**config.mk**
```make
export PLATFORM = sky130hd
export DESIGN_NAME = rsm_queue
export DESIGN_NICKNAME = d
export VERILOG_FILES = /design/src/hw/rtl/rsm_pkg.sv /design/src/hw/rtl/rsm_queue.sv
export SDC_FILE = /design/constraint.sdc
export NUM_CORES = 1
export LEC_CHECK = 0
export ABC_CLOCK_PERIOD_IN_PS = 3400
export BUFFER_PORTS_ARGS = -buffer_cell sky130_fd_sc_hd__buf_4
export CORE_MARGIN = 1
export CORE_UTILIZATION = 45
export CTS_CLUSTER_SIZE = 40
export DETAILED_ROUTE_END_ITERATION = 6
export PLACE_DENSITY = 0.68
export SYNTH_ARGS = -nofsm -noshare
export SYNTH_HDL_FRONTEND = slang
export SYNTH_SLANG_ARGS = --single-unit
```
**constraint.sdc**
```tcl
create_clock -name clk -period 3.4 [get_ports clk]
set_input_delay 0.68 -clock clk [delete_from_list [all_inputs] [get_ports clk]]
set_output_delay 0.68 -clock clk [all_outputs]
set_load 0.1 [all_outputs]
```
**src/hw/rtl/rsm_pkg.sv**
```systemverilog
`timescale 1ns / 1ps
`default_nettype none
// ----------------------------------------------------------------------------
// rsm_pkg
// Shared types, widths and the polyphase kernel table of the stereo resampler.
// ----------------------------------------------------------------------------
package rsm_pkg;

	localparam int TAPS       = 8;
	localparam int PHASES     = 32;
	localparam int MAX_RUN    = 8;
	localparam int TAP_W      = 3;
	localparam int ROW_W      = 5;
	localparam int RUN_W      = 3;
	localparam int SAMPLE_W   = 16;
	localparam int COEF_W     = 16;
	localparam int PROD_W     = 32;
	localparam int ACC_W      = 34;
	localparam int STEP_W     = 34;
	localparam int PHASE_W    = 35;
	localparam int FRAC_W     = 32;
	localparam int INT_W      = PHASE_W - FRAC_W;
	localparam int FILL_W     = 4;
	localparam int COEF_SHIFT = 14;

	localparam logic [FILL_W-1:0] FILL_RESET = 4'd3;
	localparam logic [STEP_W-1:0] STEP_RESET = 34'h1_0000_0000;
	localparam logic signed [ACC_W:0] ROUND_HALF = 35'sh2000;

	typedef logic signed [SAMPLE_W-1:0] sample_t;
	typedef logic signed [COEF_W-1:0] coef_t;

	// One queued input word: the stereo pair and whether it starts a run.
	typedef struct packed {
		sample_t left;
		sample_t right;
		logic    run;
	} entry_t;

	typedef struct packed {
		logic   valid;
		entry_t entry;
	} push_t;

	typedef enum logic [1:0] {
		BK_IDLE,
		BK_MAC,
		BK_DRAIN,
		BK_EMIT
	} bk_state_t;

	// Kernel rows, 2.14 fixed point, tap 0 applies to the oldest sample.
	localparam coef_t COEF_ROWS [PHASES][TAPS] = '{
		'{ 16'sh0000,  16'sh0000,  16'sh0000,  16'sh4000,
		   16'sh0000,  16'sh0000,  16'sh0000,  16'sh0000},
		'{-16'sh000a,  16'sh0052, -16'sh0179,  16'sh3fe2,
		   16'sh019f, -16'sh005b,  16'sh000c,  16'sh0000},
		'{-16'sh0013,  16'sh009c, -16'sh02cc,  16'sh3f86,
		   16'sh0362, -16'sh00c0,  16'sh001a,  16'sh0000},
		'{-16'sh001a,  16'sh00dc, -16'sh03f9,  16'sh3eef,
		   16'sh054a, -16'sh012c,  16'sh002b,  16'sh0000},
		'{-16'sh001f,  16'sh0113, -16'sh0500,  16'sh3e1d,
		   16'sh0753, -16'sh01a0,  16'sh003d,  16'sh0000},
		'{-16'sh0023,  16'sh0141, -16'sh05e1,  16'sh3d12,
		   16'sh097c, -16'sh021a,  16'sh0050, -16'sh0001},
		'{-16'sh0026,  16'sh0166, -16'sh069e,  16'sh3bd0,
		   16'sh0bc4, -16'sh029a,  16'sh0066, -16'sh0001},
		'{-16'sh0027,  16'sh0182, -16'sh0738,  16'sh3a5a,
		   16'sh0e27, -16'sh031f,  16'sh007d, -16'sh0002},
		'{-16'sh0028,  16'sh0197, -16'sh07b0,  16'sh38b2,
		   16'sh10a2, -16'sh03a7,  16'sh0096, -16'sh0003},
		'{-16'sh0027,  16'sh01a5, -16'sh0807,  16'sh36dc,
		   16'sh1333, -16'sh0430,  16'sh00af, -16'sh0005},
		'{-16'sh0026,  16'sh01ab, -16'sh083f,  16'sh34db,
		   16'sh15d5, -16'sh04ba,  16'sh00ca, -16'sh0007},
		'{-16'sh0024,  16'sh01ac, -16'sh085b,  16'sh32b3,
		   16'sh1886, -16'sh0541,  16'sh00e5, -16'sh0008},
		'{-16'sh0022,  16'sh01a6, -16'sh085d,  16'sh3068,
		   16'sh1b40, -16'sh05c6,  16'sh0101, -16'sh000b},
		'{-16'sh001f,  16'sh019c, -16'sh0846,  16'sh2dfe,
		   16'sh1e00, -16'sh0644,  16'sh011c, -16'sh000d},
		'{-16'sh001c,  16'sh018e, -16'sh0819,  16'sh2b7a,
		   16'sh20c1, -16'sh06bb,  16'sh0136, -16'sh0010},
		'{-16'sh0019,  16'sh017c, -16'sh07d9,  16'sh28e1,
		   16'sh2380, -16'sh0727,  16'sh014f, -16'sh0013},
		'{-16'sh0016,  16'sh0167, -16'sh0788,  16'sh2637,
		   16'sh2637, -16'sh0788,  16'sh0167, -16'sh0016},
		'{-16'sh0013,  16'sh014f, -16'sh0727,  16'sh2380,
		   16'sh28e1, -16'sh07d9,  16'sh017c, -16'sh0019},
		'{-16'sh0010,  16'sh0136, -16'sh06bb,  16'sh20c1,
		   16'sh2b7a, -16'sh0819,  16'sh018e, -16'sh001c},
		'{-16'sh000d,  16'sh011c, -16'sh0644,  16'sh1e00,
		   16'sh2dfe, -16'sh0846,  16'sh019c, -16'sh001f},
		'{-16'sh000b,  16'sh0101, -16'sh05c6,  16'sh1b40,
		   16'sh3068, -16'sh085d,  16'sh01a6, -16'sh0022},
		'{-16'sh0008,  16'sh00e5, -16'sh0541,  16'sh1886,
		   16'sh32b3, -16'sh085b,  16'sh01ac, -16'sh0024},
		'{-16'sh0007,  16'sh00ca, -16'sh04ba,  16'sh15d5,
		   16'sh34db, -16'sh083f,  16'sh01ab, -16'sh0026},
		'{-16'sh0005,  16'sh00af, -16'sh0430,  16'sh1333,
		   16'sh36dc, -16'sh0807,  16'sh01a5, -16'sh0027},
		'{-16'sh0003,  16'sh0096, -16'sh03a7,  16'sh10a2,
		   16'sh38b2, -16'sh07b0,  16'sh0197, -16'sh0028},
		'{-16'sh0002,  16'sh007d, -16'sh031f,  16'sh0e27,
		   16'sh3a5a, -16'sh0738,  16'sh0182, -16'sh0027},
		'{-16'sh0001,  16'sh0066, -16'sh029a,  16'sh0bc4,
		   16'sh3bd0, -16'sh069e,  16'sh0166, -16'sh0026},
		'{-16'sh0001,  16'sh0050, -16'sh021a,  16'sh097c,
		   16'sh3d12, -16'sh05e1,  16'sh0141, -16'sh0023},
		'{ 16'sh0000,  16'sh003d, -16'sh01a0,  16'sh0753,
		   16'sh3e1d, -16'sh0500,  16'sh0113, -16'sh001f},
		'{ 16'sh0000,  16'sh002b, -16'sh012c,  16'sh054a,
		   16'sh3eef, -16'sh03f9,  16'sh00dc, -16'sh001a},
		'{ 16'sh0000,  16'sh001a, -16'sh00c0,  16'sh0362,
		   16'sh3f86, -16'sh02cc,  16'sh009c, -16'sh0013},
		'{ 16'sh0000,  16'sh000c, -16'sh005b,  16'sh019f,
		   16'sh3fe2, -16'sh0179,  16'sh0052, -16'sh000a}
	};

endpackage
`default_nettype wire

```
**src/hw/rtl/rsm_queue.sv**
```systemverilog
`timescale 1ns / 1ps
`default_nettype none
// ----------------------------------------------------------------------------
// rsm_queue
// Small FIFO of classified words between front and back.
// ----------------------------------------------------------------------------
module rsm_queue #(
	parameter int DEPTH = 2
) (
	input  logic            clk,
	input  logic            arst_n,
	input  rsm_pkg::push_t  push,
	output logic            push_ready,
	output rsm_pkg::push_t  pop,
	input  logic            pop_ready
);
	import rsm_pkg::*;

	localparam int PTR_W = $clog2(DEPTH);
	localparam int CNT_W = $clog2(DEPTH + 1);

	entry_t             slot_q [DEPTH];
	logic [PTR_W-1:0]   wr_ptr_q;
	logic [PTR_W-1:0]   rd_ptr_q;
	logic [CNT_W-1:0]   count_q;
	logic               do_push;
	logic               do_pop;

	assign push_ready = (count_q != CNT_W'(DEPTH));
	assign pop.valid  = (count_q != '0);
	assign pop.entry  = slot_q[rd_ptr_q];
	assign do_push    = push.valid && push_ready;
	assign do_pop     = pop.valid && pop_ready;

	always_ff @(posedge clk) begin
		if (do_push) begin
			slot_q[wr_ptr_q] <= push.entry;
		end
	end

	always_ff @(posedge clk or negedge arst_n) begin
		if (!arst_n) begin
			wr_ptr_q <= '0;
			rd_ptr_q <= '0;
			count_q  <= '0;
		end else begin
			if (do_push) begin
				wr_ptr_q <= (wr_ptr_q == PTR_W'(DEPTH - 1)) ? '0 : wr_ptr_q + 1'b1;
			end
			if (do_pop) begin
				rd_ptr_q <= (rd_ptr_q == PTR_W'(DEPTH - 1)) ? '0 : rd_ptr_q + 1'b1;
			end
			if (do_push && !do_pop) begin
				count_q <= count_q + 1'b1;
			end else if (do_pop && !do_push) begin
				count_q <= count_q - 1'b1;
			end
		end
	end

endmodule
`default_nettype wire

```
* After elaboration in Yosys (flattened, before gate mapping)
Memories as Yosys holds them, arrays and structs flattened.
Index checks and enable logic that the tools add are counted.
** Cells by class
- Divide/modulo/power cells :: 0
- Bitwise gates (word level) :: 0
- $add $sub $neg :: 4
- Reductions and logical operators :: 8
- Multiply operators :: 0
- Eq/ne operators :: 1
- Muxes and demuxes :: 6
- Shifts and indexed selects :: 0
- $lt $le $gt $ge :: 0
** Operators with widths (count)
- logical AND 1 bit :: 4
- two-way mux 1 bit :: 4
- two-way mux 2 bit :: 2
- nonzero test 2 bit :: 2
- adder 1 bit (second input constant) :: 2
- adder 2 x 1 -> 2 bit (second input constant) :: 1
- zero test 1 bit :: 2
- inequality test 2 bit (second input constant) :: 1
- subtractor 2 x 1 -> 2 bit (second input constant) :: 1
** Storage, ports and cells
- Register bits after elaboration :: 4
- Memory bits (read-only) :: 0
- Bits in latches :: 0
- Bits of input ports :: 37
- RAM bits :: 66
- Memories :: 1
- Output and inout bits :: 35
- Word-level logic and storage cells :: 23
** Memory list
- slot_q :: words 2, width 33, rd ports 1, clocked after memory_dff 0, wr ports 1, line rsm_queue.sv:22 : entry_t slot_q [DEPTH];

* Logic depth before layout (Yosys ltp)
Gate-level depths: netlist (run 1).
- Depth in word-level cells :: 6
- Gate-level depth with buffers :: 7
- Depth with buffers taken out :: 7

* Least setup slack after synthesis (run 1)
Ideal clock, no wire load.
- Path type :: register to register
- Start point :: register count_q[0]
- End point :: memory slot_q[0][0] in the netlist's numbering, enable pin
- Setup slack :: 0.093 ns
- Required time :: 2.977 ns
- Cell stages (with the launch flop) :: 4
- Arrival :: 2.884 ns
- Period minus slack after synthesis :: 3.307 ns
- Setup time :: 0.423 ns
- Path buffers :: 0
- Cells stage by stage :: dfrtp_1 > nand2b_1 > nand2_1 > nor2_1
** Between the ends
- Cells in the longest elaborated chain, start to end :: 4
** Ends and longest elaborated chain
- start, declared :: line rsm_queue.sv:25 : logic [CNT_W-1:0] count_q;
- start signal, assigned :: line rsm_queue.sv:54 : count_q <= count_q + 1'b1;
- start signal, assigned :: line rsm_queue.sv:56 : count_q <= count_q - 1'b1;
- inequality test 2 bit :: line rsm_queue.sv:29 : assign push_ready = (count_q != CNT_W'(DEPTH));
- net push_ready :: line rsm_queue.sv:13 : output logic push_ready,
- logical AND 1 bit :: line rsm_queue.sv:32 : assign do_push = push.valid && push_ready;
- two-way mux 1 bit :: line rsm_queue.sv:36 : if (do_push) begin
- two-way mux 1 bit (not written as such) :: line rsm_queue.sv:37 : slot_q[wr_ptr_q] <= push.entry;
- end, declared :: line rsm_queue.sv:22
The timed path passes the listed nets, and every way through them passes these cells.

==> metrics, run 1 <==
Clock Tree Root clkbuf_8; Die Ht 79.9 um; final non-filler cell total 279; final instance area 3520 um^2; CTS Buf Count 9; WL/cell 16.1 um; worst reg2reg path depth 3; worst skew pair latency 0.33 ns; Req. time, crit path 2.72 ns; drt pass-1 iters 4; top cell type's share of synthesized area 72.7%; CP dominant cell by count buf_4; Synth area leaders edfxtp_1 73%, mux2_4 16%, dfrtp_1 3.7%, buf_12 2.2%, mux2_2 1.7%; die width 79.9 um; Area after DPL 3310 um^2; Die Area 6380 um^2; nets@finish 240; total of warnings raised by yosys 0; leading cell type by number of instances after synthesis edfxtp_1; Distinct cells, synth 15; Cells after Synth 121; Final GP Congestion 0.802; Hold Crit Class in2async; max frequency 429 MHz; Least-Margin Pin Slew 0.969 ns; H-tree depth 3; ANT cells 0; number of placement rows 27; port bufs 71; flops & latches, synth 70; post-CTS sizing 0; Post-synth EDFFs 66; minimum hold slack 0.130 ns; Starting DRT DRC Count 40; Fin. Hold Viols 0; status completed; TritonCTS clock tree built; flop2flop setup slack 1.52 ns; core area 5680 um^2; TNS Setup 0 ns; # DRC 0; RSZ-0062 raised after global routing false; Synth top cells by count 66 x edfxtp_1, 29 x mux2_4, 4 x dfrtp_1, 4 x mux2_2; crit path launch type register; syn_area_per_cell 22.5 um^2; placed insts 263; final wirelength 4500 um; area delta synth->final 29.2%; initial antenna violation count 0; largest net degree at the start of global routing 34; slowest CP cell mux2_2; post-route minimum period 2.33 ns; Max Cap Viol 0; Routed Antenna Nets 0; critical-path cell list buf_4 > mux2_2 > buf_4; CP max stage delay 0.38 ns; Final Cycle Share 68.6%; Worst Skew 0.00574 ns; Final Setup Violations 0; Primary FF master, synth edfxtp_1; clock sinks 70; number of global-route vias before repair 1,443; Starting Density 48.1%; share of layout cells above drive strength 1 59.9%; Slew Viols, Final 0; Mapped Area 2730 um^2; CP arrival 1.65 ns; Post-DP HPWL 3100 um; Slew headroom 35.2%; Synth area leader edfxtp_1; CP Class reg2out; hold-fix buffer count after cts 0; CTS Buffer Depth 2; clk slew on worst S/H paths 0.07 ns; worst-path maximum fanout 21; # IOs 72; total setup buffers inserted after CTS 0; crit end category primary output; sequential area share after synthesis 76.3%; via count 1,324; asr flop ratio synth 5.71%; syn_nets 159; first-pass GRT wire length 6830 um; r2r endpoint slot_q[0][29]$_DFFE_PP_; reg-to-reg startpoint count_q[0]$_DFFE_PN0P_; Total GRT Usage 15.4%; grt ovf 0; Avg Vias per Cell 4.75
-- per-layer routing --
| layer | routed length, um | global-route usage [%] | share of wire (%) |
|---|---|---|---|
| met1 | 1740 | 17.2 | 39 |
| met2 | 2410 | 26.2 | 53 |
| met3 | 299 | 4.23 | 6.6 |
| met4 | 56 | 9.11 | 1.2 |
| met5 | 0 | 0 | 0 |
-- layout by cell type (no fill, tap or decap), drive strengths merged, types with 2 or more instances in the layout --
master	n
clkinv	3
bufinv	2
clkbuf	9
xor2	2
dfrtp	4
xnor2	3
mux2	33
edfxtp	66
clkinvlp	2
nand2	2
buf	74
nor2	2
-- final cells by class --
class                      count  area [um^2]
sequential                    70         2080
clock buffer                   9          124
timing repair buffer          74          556
inverter                       1         3.75
multi-input combinational     46          578
fill                         446         2150
tap                           72         90.1
clock inverter                 7         88.8
-- state kept, by name, summed over array words and instances (netlist names) --
register,flops
rd_ptr_q,1
wr_ptr_q,1
slot_q,66
count_q,2
-- cell families (layout without fill, tap and decap cells) --
family | count (synthesis) | in the layout | share of synthesized area (%)
flops | 70 | 70 | 76.3
buf+inv | 5 | 91 | 2.75
fa+ha+maj | 1 | 1 | 0.459
xor+xnor | 5 | 5 | 1.61
simple gates | 7 | 7 | 1.24
mux | 33 | 33 | 17.6
-- worst max-delay path by stage --
stage                                   end                    from  slack [ns]  cells after the start
global placement    slot_q[0][24]$_DFFE_PP_                push[33]        1.39                      3
floorplan            slot_q[0][0]$_DFFE_PP_  count_q[0]$_DFFE_PN0P_        0.09                      3
CTS                                 pop[17]    rd_ptr_q$_DFFE_PN0P_        1.04                      3
global route                        pop[17]    rd_ptr_q$_DFFE_PN0P_        0.99                      3
finish                              pop[17]    rd_ptr_q$_DFFE_PN0P_        1.07                      3
detailed placement  slot_q[0][22]$_DFFE_PP_                push[33]        1.32                      3
-- per-stage QoR --
step           util [%]  setup WS [ns]
6_report           62.1           1.07
5_1_grt            62.1          0.989
3_3_place_gp       58.3           1.39
3_5_place_dp       58.3           1.32
4_1_cts            62.1           1.04
2_1_floorplan         -         0.0930
-- worst max-delay path: cells and delay by family (launching register included) --
kind / cells / cell delay [ns]
multiplexers: 1 / 0.38
flip-flops: 1 / 0.36
buffers and inverters: 2 / 0.57
Power of run 1 is not shown: default switching activity piles up to over one toggle a cycle in this logic, so the estimate is an artifact.
==> inputs of run 2 (changes only) <==
--- a/config.mk
+++ b/config.mk
@@ -5,7 +5,7 @@
 export SDC_FILE = /design/constraint.sdc
 export NUM_CORES = 1
 export LEC_CHECK = 0
-export ABC_CLOCK_PERIOD_IN_PS = 3400
+export ABC_CLOCK_PERIOD_IN_PS = 2350
 export BUFFER_PORTS_ARGS = -buffer_cell sky130_fd_sc_hd__buf_4
 export CORE_MARGIN = 1
 export CORE_UTILIZATION = 45
==> constraint.sdc (replaced) <==
create_clock -name clk -period 2.35 [get_ports clk]
set_input_delay 0.47 -clock clk [delete_from_list [all_inputs] [get_ports clk]]
set_output_delay 0.47 -clock clk [all_outputs]
set_load 0.1 [all_outputs]
==> run 2 against run 1 <==
Compared with the run above:
- sequential cell count unchanged
- first-iteration DRC count is 25% higher
- core utilization shrank 0.26 points
- wire length is 1.9% lower
- die area stayed put
- worst hold slack better by 0.20 ns
- critical path depth is the same
- non-clock buffer count increased by 3
- global-route usage increased by 0.31 points
- critical endpoint is now pop[13]
- largest cell class unchanged
- via count hardly changed
- sequential share of layout area rose by 0.25 points
==> metrics, run 2 (synthesis gave the netlist of run 1 again) <==
Hold Crit Class in2reg (was in2async); Slew Viols, Final 0 (unchanged); clock sinks 70 (unchanged); final instance area 3510 um^2 (was 3520 um^2); die width 79.9 um (unchanged); Clock Tree Root clkbuf_8 (unchanged); Req. time, crit path 1.88 ns (was 2.72 ns); H-tree depth 3 (unchanged); max FFs per register 66 (unchanged); Avg Vias per Cell 4.73 (was 4.75); Final GP Congestion 0.708 (was 0.802); biggest regs slot_q x66, count_q x2 (unchanged); post-CTS sizing 0 (unchanged); TNS Setup 0 ns (unchanged); ANT cells 0 (unchanged); pre-CTS WS 0.436 ns (was 1.32 ns); grt ovf 0 (unchanged); Area after DPL 3350 um^2 (was 3310 um^2); WL/cell 15.8 um (was 16.1 um); Slew headroom 77.6% (was 35.2%); CTS Buffer Depth 2 (unchanged); CP Class reg2out (unchanged); TritonCTS clock tree built (unchanged); Post-DP HPWL 3070 um (was 3100 um); Worst Skew 0.00365 ns (was 0.00574 ns); Final Cycle Share 95.8%; RSZ-0062 raised after global routing false (unchanged); clk slew on worst S/H paths 0.06 ns (was 0.07 ns); Starting Density 48.1% (unchanged); Die Ht 79.9 um (unchanged); crit path launch type register (unchanged); final wirelength 4420 um (was 4500 um); number of placement rows 27 (unchanged); nets@finish 243 (was 240); via count 1,323 (was 1,324); Total GRT Usage 15.7% (was 15.4%); total setup buffers inserted after CTS 0 (unchanged); flip-flop and latch area 2080 um^2 (unchanged); Routed Antenna Nets 0 (unchanged); core area 5680 um^2 (unchanged); leading cell types in the layout, fill and taps excluded 74 x buf_4, 66 x edfxtp_1, 29 x mux2_4 (unchanged); Top reg by flops slot_q (unchanged); port bufs 71 (unchanged); number of global-route vias before repair 1,488 (was 1,443); drt pass-1 iters 4 (unchanged); post-route minimum period 2.25 ns; # DRC 0 (unchanged); Least-Margin Pin Slew 0.336 ns (was 0.969 ns); worst skew pair latency 0.32 ns (was 0.33 ns); worst-path maximum fanout 11 (was 21); status completed (unchanged); # IOs 72 (unchanged); Final Setup Violations 0 (unchanged); largest net degree at the start of global routing 34 (unchanged); first-pass GRT wire length 6960 um (was 6830 um); number of fill cells 428 (was 446); area delta synth->final 28.6% (was 29.2%); Fin. Hold Viols 0 (unchanged); crit end category primary output (unchanged); CP arrival 1.78 ns (was 1.65 ns); Final Core Density 61.8% (was 62.1%); Multi-input gate area 582 um^2 (was 578 um^2); Die Area 6380 um^2 (unchanged); Max Cap Viol 0 (unchanged); CTS Buf Count 9 (unchanged); Starting DRT DRC Count 50 (was 40); max frequency 444 MHz; initial antenna violation count 0 (unchanged); setup ws final 0.0978 ns (was 1.07 ns); commonest non-fill, non-tap cell in the layout buf_4 (unchanged); share of layout cells above drive strength 1 59.1% (was 59.9%)
## run 2: cell types whose count changed in the layout (fill, tap and decap cells not counted)
cell,delta
bufinv_16,-2
nand2b_1,-1
buf_12,+2
nand2b_2,+1
clkbuf_1,+1
and3_1,-1
clkinv_2,-1
and3_2,+1
clkinvlp_4,-2
dlygate4sd3_1,+1
clkinv_1,+2
## run 2: worst paths after layout
kind                                         from                      to  slack [ns]  cells after the start
setup / recovery             rd_ptr_q$_DFFE_PN0P_                 pop[13]         0.1                      3
hold / removal                            push[5]  slot_q[1][5]$_DFFE_PP_        0.33                      1
setup reg to reg           count_q[0]$_DFFE_PN0P_  count_q[1]$_DFFE_PN0P_        0.71                      7
hold reg to reg            count_q[1]$_DFFE_PN0P_  count_q[1]$_DFFE_PN0P_        0.54                      1
max in group asynchronous                  arst_n    rd_ptr_q$_DFFE_PN0P_        1.76                      2
min in group asynchronous                  arst_n    wr_ptr_q$_DFFE_PN0P_        0.47                      2
## run 2: worst max-delay path, stage by stage (launching register included)
cell and delay (ns):
dfrtp_2 0.57, buf_4 0.29, mux2_2 0.36, buf_4 0.23
## run 2: cell type report
| cell class | count | area share [%] |
|---|---|---|
| multi-input combinational | 46 | 16.6 |
| sequential | 70 | 59.4 |
| clock inverter | 4 | 0.464 |
| clock buffer | 10 | 3.64 |
| tap | 72 | 2.57 |
| timing repair buffer | 77 | 17.3 |
| inverter | 1 | 0.107 |
## run 2: per-stage QoR
stage | hold WS, ns | std cells
after floorplan | 0.174 | 121
final | 0.326 | 280
after global routing | 0.303 | 280
after CTS | 0.305 | 280
after detailed placement | 0.273 | 265
after global placement | 0.271 | 265
## run 2: what timing repair did
item | CTS | global route
endpoints found under the setup margin | 0 | 0
endpoints found under the hold margin | 4 | 0
hold buffers | 1 | 0
## run 2: metal layers
| metal | share of wire (%) | up-vias | GRT usage (%) |
|---|---|---|---|
| li1 | - | 635 | - |
| met1 | 40 | 631 | 17.1 |
| met2 | 51 | 47 | 26.5 |
| met3 | 5.9 | 10 | 4.69 |
| met4 | 2.2 | 0 | 10.2 |
| met5 | 0 | - | 0 |
Power of run 2 is left out for the same reason.
==> inputs of run 3 (changes only) <==
--- a/config.mk
+++ b/config.mk
@@ -8,10 +8,11 @@
 export ABC_CLOCK_PERIOD_IN_PS = 2350
 export BUFFER_PORTS_ARGS = -buffer_cell sky130_fd_sc_hd__buf_4
 export CORE_MARGIN = 1
-export CORE_UTILIZATION = 45
+export CORE_UTILIZATION = 54
+export CTS_BUF_LIST = sky130_fd_sc_hd__clkbuf_4 sky130_fd_sc_hd__clkbuf_8
 export CTS_CLUSTER_SIZE = 40
 export DETAILED_ROUTE_END_ITERATION = 6
-export PLACE_DENSITY = 0.68
+export PLACE_DENSITY = 0.79
 export SYNTH_ARGS = -nofsm -noshare
 export SYNTH_HDL_FRONTEND = slang
 export SYNTH_SLANG_ARGS = --single-unit
==> run 3 against run 2 <==
Compared with the run above:
- non-clock buffer count down 2
- worst hold slack lost 0.0082 ns
- clock-buffer cell count increased by 1
- sequential share of layout area is 0.79 points lower
- via count fell by 1.5%
- wire length is 1.2% higher
- cell count decreased by 1.8%
- setup slack better by 0.072 ns
- global-route usage is 2.2 points higher
- sequential cell count unchanged
- first-iteration DRC count grew 54%
- cell area increased by 1.4%
- critical endpoint is now pop[3]
- highest routed layer unchanged
==> metrics, run 3 (synthesis gave the netlist of run 1 again) <==
status completed (unchanged); Req. time, crit path 1.88 ns (about the same); Slew Viols, Final 0 (unchanged); crit end category primary output (unchanged); clk slew on worst S/H paths 0.07 ns (was 0.06 ns); first-pass GRT wire length 6570 um (was 6960 um); Slew headroom 49.1% (was 77.6%); Total GRT Usage 17.9% (was 15.7%); biggest regs slot_q x66, count_q x2 (unchanged); WL/cell 16.3 um (was 15.8 um); final instance area 3560 um^2 (was 3510 um^2); Clock Tree Root clkbuf_8 (unchanged); RSZ-0062 raised after global routing false (unchanged); Routed Antenna Nets 0 (unchanged); final wirelength 4470 um (was 4420 um); nets@finish 241 (was 243); Starting Density 57.0% (was 48.1%); Final GP Congestion 0.722 (was 0.708); CTS Buf Count 9 (unchanged); largest net degree at the start of global routing 34 (unchanged); TNS Setup 0 ns (unchanged); share of layout cells above drive strength 1 60.6% (was 59.1%); worst skew pair latency 0.33 ns (was 0.32 ns); post-CTS sizing 0 (unchanged); drt pass-1 iters 2 (was 4); grt ovf 0 (unchanged); Hold Crit Class in2reg (unchanged); CTS Buffer Depth 2 (unchanged); Final Setup Violations 0 (unchanged); worst-path maximum fanout 12 (was 11); via count 1,303 (was 1,323); crit path launch type register (unchanged); area delta synth->final 30.4% (was 28.6%); initial antenna violation count 0 (unchanged); CP arrival 1.71 ns (was 1.78 ns); post-route minimum period 2.18 ns (was 2.25 ns); Post-DP HPWL 3000 um (was 3070 um); port bufs 71 (unchanged); CP Class reg2out (unchanged); Fin. Hold Viols 0 (unchanged); max frequency 459 MHz (was 444 MHz); TritonCTS clock tree built (unchanged); leading cell types in the layout, fill and taps excluded 72 x buf_4, 66 x edfxtp_1, 29 x mux2_4 (was 74 x buf_4, 66 x edfxtp_1, 29 x mux2_4); Starting DRT DRC Count 77 (was 50); max FFs per register 66 (unchanged); Worst Skew 0.00279 ns (was 0.00365 ns); Avg Vias per Cell 4.74 (was 4.73); number of placement rows 25 (was 27); Die Ht 73.1 um (was 79.9 um); Max Cap Viol 0 (unchanged); Top reg by flops slot_q (unchanged); Area after DPL 3330 um^2 (was 3350 um^2); H-tree depth 3 (unchanged); die width 73.1 um (was 79.9 um); clock sinks 70 (unchanged); core area 4790 um^2 (was 5680 um^2); number of global-route vias before repair 1,364 (was 1,488); Die Area 5340 um^2 (was 6380 um^2); commonest non-fill, non-tap cell in the layout buf_4 (unchanged); # DRC 0 (unchanged); # IOs 72 (unchanged); Least-Margin Pin Slew 0.764 ns (was 0.336 ns); ANT cells 0 (unchanged); Final Cycle Share 92.8% (was 95.8%)
## run 3: path summary, 6_finish.rpt
kind,startpoint,to,slack [ns],depth (start not counted)
worst max-delay path,rd_ptr_q$_DFFE_PN0P_,pop[3],0.17,3
worst min-delay path,push[9],slot_q[0][9]$_DFFE_PP_,0.32,1
worst max register to register,count_q[0]$_DFFE_PN0P_,slot_q[1][30]$_DFFE_PP_,0.70,2
worst min register to register,count_q[1]$_DFFE_PN0P_,count_q[1]$_DFFE_PN0P_,0.52,1
max in group asynchronous,arst_n,rd_ptr_q$_DFFE_PN0P_,1.77,2
min in group asynchronous,arst_n,rd_ptr_q$_DFFE_PN0P_,0.47,2
## run 3: per-stage QoR
step	util (%)	worst slack, ns	hold WS (ns)	cells
floorplan	-	0.310	0.174	121
global route	74.3	0.107	0.306	275
CTS	74.3	0.152	0.303	275
finish	74.3	0.170	0.318	275
detailed placement	69.6	0.521	0.270	258
global placement	69.6	0.542	0.268	258
## run 3: what timing repair did
| item | CTS | global route |
|---|---|---|
| hold endpoints to repair | 4 | 0 |
| buffers inserted | 0 | 0 |
| hold buffers | 1 | 0 |
## run 3: layout make-up
| class | instances | area, um^2 |
|---|---|---|
| clock buffer | 11 | 139 |
| clock inverter | 5 | 73.8 |
| fill | 306 | 1230 |
| inverter | 1 | 3.75 |
| multi-input combinational | 46 | 582 |
| sequential | 70 | 2080 |
| tap | 67 | 83.8 |
| timing repair buffer | 75 | 591 |
## run 3: per-layer routing
layer  wire, um  up-vias  global-route usage, %
li1           -      627                      -
met1       1820      618                   20.7
met2       2320       52                   29.7
met3        272        6                   4.83
met4         61        0                   11.1
met5          0        -                      0
## run 3: critical path, cell delays in order (launching register included)
cell     delay (ns)
dfrtp_2        0.61
buf_12         0.21
mux2_4         0.31
buf_4          0.23
Power of run 3 is left out for the same reason.
